$ cat config.mk
export PLATFORM = sky130hd
export DESIGN_NAME = buffer_frame_manager_second_chance
export DESIGN_NICKNAME = d
export VERILOG_FILES = /design/src/rtl/bfm_pkg.sv /design/src/rtl/buffer_frame_manager_second_chance.sv
export SDC_FILE = /design/constraint.sdc
export NUM_CORES = 2
export LEC_CHECK = 0
export ABC_AREA = 1
export ABC_CLOCK_PERIOD_IN_PS = 9100
export BUFFER_PORTS_ARGS = -buffer_cell sky130_fd_sc_hd__buf_2
export CAP_MARGIN = 30
export CORE_MARGIN = 3
export CORE_UTILIZATION = 25
export CTS_BUF_LIST = sky130_fd_sc_hd__clkbuf_16
export DETAILED_ROUTE_END_ITERATION = 7
export PLACE_DENSITY = 0.43
export SLEW_MARGIN = 20
export SYNTH_ARGS = -nofsm -noshare
export SYNTH_HDL_FRONTEND = slang
export SYNTH_SLANG_ARGS = --single-unit
$ cat constraint.sdc
create_clock -name clk -period 9.1 [get_ports clk]
set_input_delay 0.455 -clock clk [delete_from_list [all_inputs] [get_ports clk]]
set_output_delay 0.455 -clock clk [all_outputs]
set_load 0.005 [all_outputs]
$ cat src/rtl/bfm_pkg.sv
// Package for the buffer frame manager: sizes, codes and state machine type.
package bfm_pkg;
  localparam int Frames   = 16;
  localparam int FrameW   = 4;
  localparam int CountW   = 5;
  localparam int PinW     = 8;
  localparam int PageW    = 32;
  localparam int ScanW    = 6;
  localparam logic [PinW-1:0] PinMax = 8'd255;

  localparam logic ACT_REQUEST = 1'b0;
  localparam logic ACT_RELEASE = 1'b1;

  typedef enum logic [1:0] {
    ST_OK        = 2'd0,
    ST_POOL_FULL = 2'd1,
    ST_NOT_RES   = 2'd2,
    ST_PIN_ERR   = 2'd3
  } status_t;

  typedef enum logic [2:0] {
    S_IDLE,
    S_LOOK,
    S_SCAN_RD,
    S_SCAN_CHK,
    S_DONE
  } state_t;
endpackage

$ cat src/rtl/buffer_frame_manager_second_chance.sv
// Buffer frame manager with second-chance replacement.
// Flow: a hit, release or free-stack miss goes from accept through the look-up
//   and finishing states to result valid; a miss with no free frame first scans
//   the FIFO for a victim, at most 2*fifo_count = 32 pops, each a read and a check.
// One transaction at a time; the next is accepted the cycle after the result leaves.
// Reset: synchronous, active low; clears all marks and pin counts, the FIFO, free and
//   pinned counters, the free stack to frames 0..15 and the result valid flag. Page ids are left undefined.
module buffer_frame_manager_second_chance import bfm_pkg::*; (
  input  logic             clk,
  input  logic             rst_n,
  input  logic             in_valid,
  output logic             in_stall,
  input  logic             in_action,
  input  logic [31:0]      in_page_id,
  input  logic             in_dirty,
  output logic             out_valid,
  input  logic             out_stall,
  output logic [1:0]       out_status,
  output logic [3:0]       out_frame,
  output logic             out_hit,
  output logic             out_writeback_valid,
  output logic [31:0]      out_writeback_page,
  output logic             out_fill_valid,
  output logic [4:0]       out_pinned_frames
);

  // Page id memory (one write, one read port) and FIFO memory
  logic [PageW-1:0]  page_mem [Frames];
  logic [FrameW-1:0] fifo_mem [Frames];
  logic [PageW-1:0]  page_rd_r;
  logic [FrameW-1:0] fifo_rd_r;

  // Per-frame flags and counts in flops (lookup compares all frames)
  logic [Frames-1:0]     valid_r, dirty_r, ref_r, queued_r;
  logic [PinW-1:0]       pin_r [Frames];
  logic [PageW-1:0]      tag_r [Frames];
  logic [FrameW-1:0]     free_r [Frames];
  logic [CountW-1:0]     free_top_r, fifo_cnt_r, pinned_r;
  logic [FrameW-1:0]     head_r, tail_r;
  logic [ScanW-1:0]      scan_left_r;

  state_t state_r, state_nxt;
  logic             act_r, dirty_in_r;
  logic [PageW-1:0] pid_r;
  logic             found_r;
  logic [FrameW-1:0] hit_f_r, vic_r;

  // Lookup across all tags
  logic             found;
  logic [FrameW-1:0] found_f;
  always_comb begin
    found = 1'b0;
    found_f = '0;
    for (int i = Frames-1; i >= 0; i--) begin
      if (valid_r[i] && tag_r[i] == pid_r) begin
        found = 1'b1;
        found_f = FrameW'(i);
      end
    end
  end

  logic in_acc, out_acc;
  assign in_acc  = in_valid && !in_stall;
  assign out_acc = out_valid && !out_stall;
  assign in_stall = (state_r != S_IDLE) || out_valid;

  // Next state
  always_comb begin
    state_nxt = state_r;
    unique case (state_r)
      S_IDLE:     if (in_acc) state_nxt = S_LOOK;
      S_LOOK: begin
        if (act_r == ACT_REQUEST && !found && free_top_r == '0 &&
            fifo_cnt_r != '0)
          state_nxt = S_SCAN_RD;
        else
          state_nxt = S_DONE;
      end
      S_SCAN_RD:  state_nxt = S_SCAN_CHK;
      S_SCAN_CHK: begin
        if (pin_r[fifo_rd_r] == '0 && !ref_r[fifo_rd_r])
          state_nxt = S_DONE;
        else if (scan_left_r == ScanW'(1) || fifo_cnt_r == CountW'(1) &&
                 pin_r[fifo_rd_r] != '0)
          state_nxt = S_DONE;
        else
          state_nxt = S_SCAN_RD;
      end
      S_DONE:     state_nxt = S_IDLE;
      default:    state_nxt = S_IDLE;
    endcase
  end

  // Outputs of the sequencer
  logic got_victim_r;
  logic popped_pinned, popped_ref;
  always_comb begin
    popped_pinned = (state_r == S_SCAN_CHK) && (pin_r[fifo_rd_r] != '0);
    popped_ref    = (state_r == S_SCAN_CHK) && !popped_pinned && ref_r[fifo_rd_r];
  end

  logic [FrameW-1:0] done_f;
  logic              done_miss_ok, done_free;
  always_comb begin
    done_free    = (free_top_r != '0);
    done_miss_ok = done_free || got_victim_r;
    done_f       = done_free ? free_r[free_top_r[FrameW-1:0] - FrameW'(1)] : vic_r;
  end

  // Build the result of the finishing step
  status_t           res_status;
  logic [FrameW-1:0] res_frame;
  logic              res_hit, res_wb, res_fill;
  logic [PageW-1:0]  res_wb_page;
  logic [CountW-1:0] pinned_nxt;
  always_comb begin
    res_status  = ST_OK;
    res_frame   = '0;
    res_hit     = 1'b0;
    res_wb      = 1'b0;
    res_wb_page = '0;
    res_fill    = 1'b0;
    pinned_nxt  = pinned_r;
    if (act_r == ACT_REQUEST) begin
      if (found_r) begin
        res_hit = 1'b1;
        if (pin_r[hit_f_r] >= PinMax) res_status = ST_PIN_ERR;
        else begin
          if (pin_r[hit_f_r] == '0) pinned_nxt = pinned_r + CountW'(1);
          res_frame = hit_f_r;
        end
      end else if (!done_miss_ok) begin
        res_status = ST_POOL_FULL;
      end else begin
        if (!done_free && valid_r[done_f] && dirty_r[done_f]) begin
          res_wb      = 1'b1;
          res_wb_page = page_rd_r;
        end
        pinned_nxt = pinned_r + CountW'(1);
        res_fill   = 1'b1;
        res_frame  = done_f;
      end
    end else begin
      if (!found_r) res_status = ST_NOT_RES;
      else if (pin_r[hit_f_r] == '0) res_status = ST_PIN_ERR;
      else begin
        if (pin_r[hit_f_r] == PinW'(1)) pinned_nxt = pinned_r - CountW'(1);
        res_frame = hit_f_r;
      end
    end
  end

  // Memory ports; the page read follows the popped frame so the victim's
  // page id is ready in the finishing step
  always_ff @(posedge clk) begin
    fifo_rd_r <= fifo_mem[head_r];
    page_rd_r <= page_mem[fifo_rd_r];
    if (state_r == S_SCAN_CHK && popped_ref)
      fifo_mem[tail_r] <= fifo_rd_r;
    else if (state_r == S_DONE && act_r == ACT_RELEASE && found_r &&
             pin_r[hit_f_r] == PinW'(1) && !queued_r[hit_f_r])
      fifo_mem[tail_r] <= hit_f_r;
    if (state_r == S_DONE && act_r == ACT_REQUEST && !found_r && done_miss_ok)
      page_mem[done_f] <= pid_r;
  end

  // Control and marks
  always_ff @(posedge clk) begin
    if (!rst_n) begin
      state_r <= S_IDLE;
      valid_r <= '0; dirty_r <= '0; ref_r <= '0; queued_r <= '0;
      for (int i = 0; i < Frames; i++) begin
        pin_r[i]  <= '0;
        free_r[i] <= FrameW'(i);
      end
      free_top_r <= CountW'(Frames);
      fifo_cnt_r <= '0; pinned_r <= '0; head_r <= '0; tail_r <= '0;
      out_valid <= 1'b0;
      got_victim_r <= 1'b0;
    end else begin
      state_r <= state_nxt;
      if (out_acc) out_valid <= 1'b0;
      unique case (state_r)
        S_IDLE: if (in_acc) begin
          act_r <= in_action; pid_r <= in_page_id; dirty_in_r <= in_dirty;
          got_victim_r <= 1'b0;
        end
        S_LOOK: begin
          found_r <= found; hit_f_r <= found_f;
          scan_left_r <= {fifo_cnt_r, 1'b0};
        end
        S_SCAN_RD: ;
        S_SCAN_CHK: begin
          // pop
          head_r <= head_r + FrameW'(1);
          scan_left_r <= scan_left_r - ScanW'(1);
          if (popped_pinned) begin
            queued_r[fifo_rd_r] <= 1'b0;
            fifo_cnt_r <= fifo_cnt_r - CountW'(1);
          end else if (popped_ref) begin
            ref_r[fifo_rd_r] <= 1'b0;
            tail_r <= tail_r + FrameW'(1);
          end else begin
            fifo_cnt_r <= fifo_cnt_r - CountW'(1);
            vic_r <= fifo_rd_r;
            got_victim_r <= 1'b1;
          end
        end
        S_DONE: begin
          out_valid <= 1'b1;
          out_status <= res_status; out_frame <= res_frame; out_hit <= res_hit;
          out_writeback_valid <= res_wb; out_writeback_page <= res_wb_page;
          out_fill_valid <= res_fill; out_pinned_frames <= pinned_nxt;
          pinned_r <= pinned_nxt;
          if (act_r == ACT_REQUEST) begin
            if (found_r) begin
              if (pin_r[hit_f_r] < PinMax) begin
                pin_r[hit_f_r] <= pin_r[hit_f_r] + PinW'(1);
                ref_r[hit_f_r] <= 1'b1;
              end
            end else if (done_miss_ok) begin
              if (done_free) free_top_r <= free_top_r - CountW'(1);
              valid_r[done_f] <= 1'b1; tag_r[done_f] <= pid_r;
              pin_r[done_f] <= PinW'(1); dirty_r[done_f] <= 1'b0;
              ref_r[done_f] <= 1'b1; queued_r[done_f] <= 1'b0;
            end
          end else if (found_r && pin_r[hit_f_r] != '0) begin
            pin_r[hit_f_r] <= pin_r[hit_f_r] - PinW'(1);
            if (pin_r[hit_f_r] == PinW'(1) && !queued_r[hit_f_r]) begin
              queued_r[hit_f_r] <= 1'b1;
              tail_r <= tail_r + FrameW'(1);
              fifo_cnt_r <= fifo_cnt_r + CountW'(1);
            end
            if (dirty_in_r) dirty_r[hit_f_r] <= 1'b1;
          end
        end
        default: ;
      endcase
    end
  end

`ifndef SYNTHESIS
  a_fifo_bound: assert property (@(posedge clk) disable iff (!rst_n)
    fifo_cnt_r <= CountW'(Frames)) else $error("fifo count overflow");
  a_pinned_bound: assert property (@(posedge clk) disable iff (!rst_n)
    pinned_r <= CountW'(Frames)) else $error("pinned count overflow");
  a_no_accept_busy: assert property (@(posedge clk) disable iff (!rst_n)
    in_acc |-> state_r == S_IDLE && !out_valid) else $error("accept while busy");
  a_fill_ok: assert property (@(posedge clk) disable iff (!rst_n)
    out_valid && out_fill_valid |-> out_status == ST_OK && !out_hit)
    else $error("fill with bad status");
`endif
endmodule
==> qor.csv <==
metric;value;unit
EDFF count, synth;1311;
via count;40200;
sequential share of the synthesized area;0.702;
H-tree Lvls;4;
maxcap violations;0;
worst-margin pin slew;1.05;ns
unrepaired setup endpoints after global routing;false;
top cell type's share of synthesized area;0.659;
# nets final;5174;
initial antenna violation count;11;
Post-Synth XOR/XNOR Area;0.0268;
fmax;204;MHz
GRT Util Overall;0.158;
crit path from;hit_f_r[0]$_SDFFCE_PP0P_;
grt total ovfl;0;
top cells by area, synth;edfxtp_1 66%, nand2_1 4.6%, dfxtp_1 4.3%, a22oi_1 3.4%, nor2_1 3.1%;
YS warnings;0;
slew margin rel.;0.299;
mapped cell area;0.0598;mm²
Final Hold Fails;0;
leakage;23.7;nW
min Tclk post-route;4.90;ns
main combinational cell family by area after synthesis;compound AO/OA/AOI/OAI gates;
status;completed;
PD cells;209;mW/mm²
GP Congestion;0.826;
post-synthesis simple-gate area fraction;0.110;
total CTS buffers;156;
Max Slew Vio Count;0;
Area Overhead vs Synth;17.6;%
# fillers;24100;
#FFs+latches synth;1439;
Synth async-reset ratio;0;
die height;495;µm
Post-CTS Setup Repair Bufs;0;
Die X;495;µm
CTS tree;yes;
# setup viols final;0;
ys flop type;edfxtp_1;
final antenna-violating net count;0;
die area;0.245;mm²
final instance area;0.0703;mm²
final core utilization;0.297;
Via density;4.78;
Clk pin slew, worst setup/hold paths;0.07;ns
Placed Area;0.0647;mm²
post-synth top area cell;edfxtp_1;
Initial Util;0.253;
I/O Buffers;85;
clock skew;0.0577;ns
worst reg2reg startpoint;hit_f_r[0]$_SDFFCE_PP0P_;
largest net degree at the start of global routing;138;
core area;0.237;mm²
multiplexer area fraction after synthesis;0;
num rows;178;
# DRC;0;
complex-gate fraction of the synthesized area;0.115;
drt pass-1 iters;6;
syn nets;4989;
Hold Crit Start;rst_n;
Max VDD drop;0.000138;V
Final Cycle Share;0.538;
Max Fanout on Critical Path;40;
Arr. time, crit path;5.32;ns
post-synthesis cell count;4934;
WL/cell;23.6;µm
global-route wire length before repair;284;mm
Cell variety after synth;57;
Sink Count;1439;
startpoint types;flop;
Root Driver;clkbuf_16;
dpl hpwl;118;mm
reg-to-reg setup timing slack;4.20;ns
Total Wirelength;198;mm
Setup crit end kind;flop;
Initial DRC Count;3974;
area share of fa/ha/maj cells after synthesis;0.00356;
Worst EP required;9.52;ns
layout cells sized above 1;0.110;
vias in the first global route;39500;
Fin Setup TNS;0;ns
I/O pins;86;
kind of critical path;flop to flop;
Synth Area per Inst;12.1;µm²
Worst-Skew Late Latency;0.81;ns
worst hold path type;primary input to flop;
clk buf depth;3;
## layout make-up
cell class	count	area, µm²	share of cell area
clock buffer	157	3930	0.0559
clock inverter	133	1250	0.0178
timing repair buffer	256	2050	0.0291
antenna	1	2.50	0.0000356
sequential	1439	41900	0.596
inverter	444	1670	0.0238
tap	3150	3940	0.0561
multi-input combinational	2822	15500	0.221
## path summary, 6_finish.rpt
| kind | endpoint | cells past startpoint |
|---|---|---|
| setup reg to reg | pin_r[9][2]$_SDFFCE_PN0P_ | 18 |
| hold / removal | fifo_cnt_r[2]$_SDFFE_PN0P_ | 3 |
| hold reg to reg | ref_r[3]$_SDFFE_PN0P_ | 2 |
| setup / recovery | pin_r[9][2]$_SDFFCE_PN0P_ | 18 |
## kinds of logic after synthesis
family          count (synthesis)
simple gates                 1552
compound gates               1070
xor+xnor                      183
flops                        1439
fa+ha+maj                      17
buf+inv                       673
## placed cells by master (no fill, tap or decap), types with 17 or more instances in the layout
cell           count
dlygate4sd3_1     35
a2111o_1          32
nor2_4            37
nor3_1            48
nand2_1          726
buf_2             85
o22ai_1          159
xor2_1            27
a211oi_1          21
clkinv_2          38
ha_1              17
nor4_1            21
nor2_1           457
or2_2             28
clkbuf_16        157
a22oi_1          268
o21ai_1           34
o21ai_0          239
edfxtp_1        1311
xnor2_1          156
nand4_1           84
inv_1            446
nand3_1           94
a21oi_1          211
nor2_2            21
a22o_1            25
dfxtp_1          128
buf_4            118
clkinv_1          39
## synth_stat cells, drive strengths merged (27+ instances only)
library cell  number
edfxtp          1311
clkbuf           168
o21ai            274
nand2            731
or2               28
buf               61
a22oi            268
nand3            101
a2111o            32
nor3              53
dfxtp            128
a21oi            211
xnor2            156
o22ai            159
xor2              27
nor2             515
inv              435
nand4             84
## power by group
| part | switching (mW) | leakage (nW) | internal, mW |
|---|---|---|---|
| Clock | 2.81 | 2.66 | 3.61 |
| Sequential | 0.0356 | 13.0 | 7.28 |
| Combinational | 0.705 | 8.07 | 0.217 |
## worst max-delay path, cell delays in order (launching register included)
cell and delay [ns]:
edfxtp_1 0.42, inv_2 0.13, nor2_1 0.06, inv_2 0.55, o22ai_1 0.12, o21ai_0 0.34
nand4_1 0.30, ha_1 0.31, inv_1 0.06, nor2_1 0.06, nand2_1 0.08, inv_2 0.04
nand3b_1 0.14, nand2_1 0.10, nand2_2 0.12, nand3_2 0.16, nor2_1 0.65, nand2_1 0.42
nand2_1 0.39
## per-layer routing
metal	part of all wire	vias up	GRT usage
li1	-	18200	-
met1	0.46	20400	0.228
met2	0.46	1330	0.251
met3	0.060	222	0.0244
met4	0.019	0	0.0359
met5	0	-	0
## registers in the layout, indices dropped and copies added (netlist names), 6 cells and up
| register | cells |
|---|---|
| page_mem | 512 |
| scan_left_r | 6 |
| pin_r | 128 |
| out_writeback_page | 32 |
| queued_r | 16 |
| valid_r | 16 |
| page_rd_r | 32 |
| ref_r | 16 |
| fifo_mem | 64 |
| dirty_r | 16 |
| tag_r | 512 |
| pid_r | 32 |
## repair_timing
action / CTS / global route
gates resized for setup: 0 / 0
hold endpoints to repair: 35 / 0
hold buffers: 35 / 0
## through the flow
stage	power (mW)	hold WS [ns]	setup slack (ns)	cells
2_1_floorplan	7.94	0.426	3.97	4934
3_3_place_gp	8.36	0.453	4.33	8059
3_5_place_dp	8.37	0.456	4.36	8071
4_1_cts	14.8	0.106	4.27	8396
5_1_grt	15.2	0.138	3.82	8401
6_report	14.7	0.152	4.20	8402
Note: power is estimated with default switching activity, not from simulation.
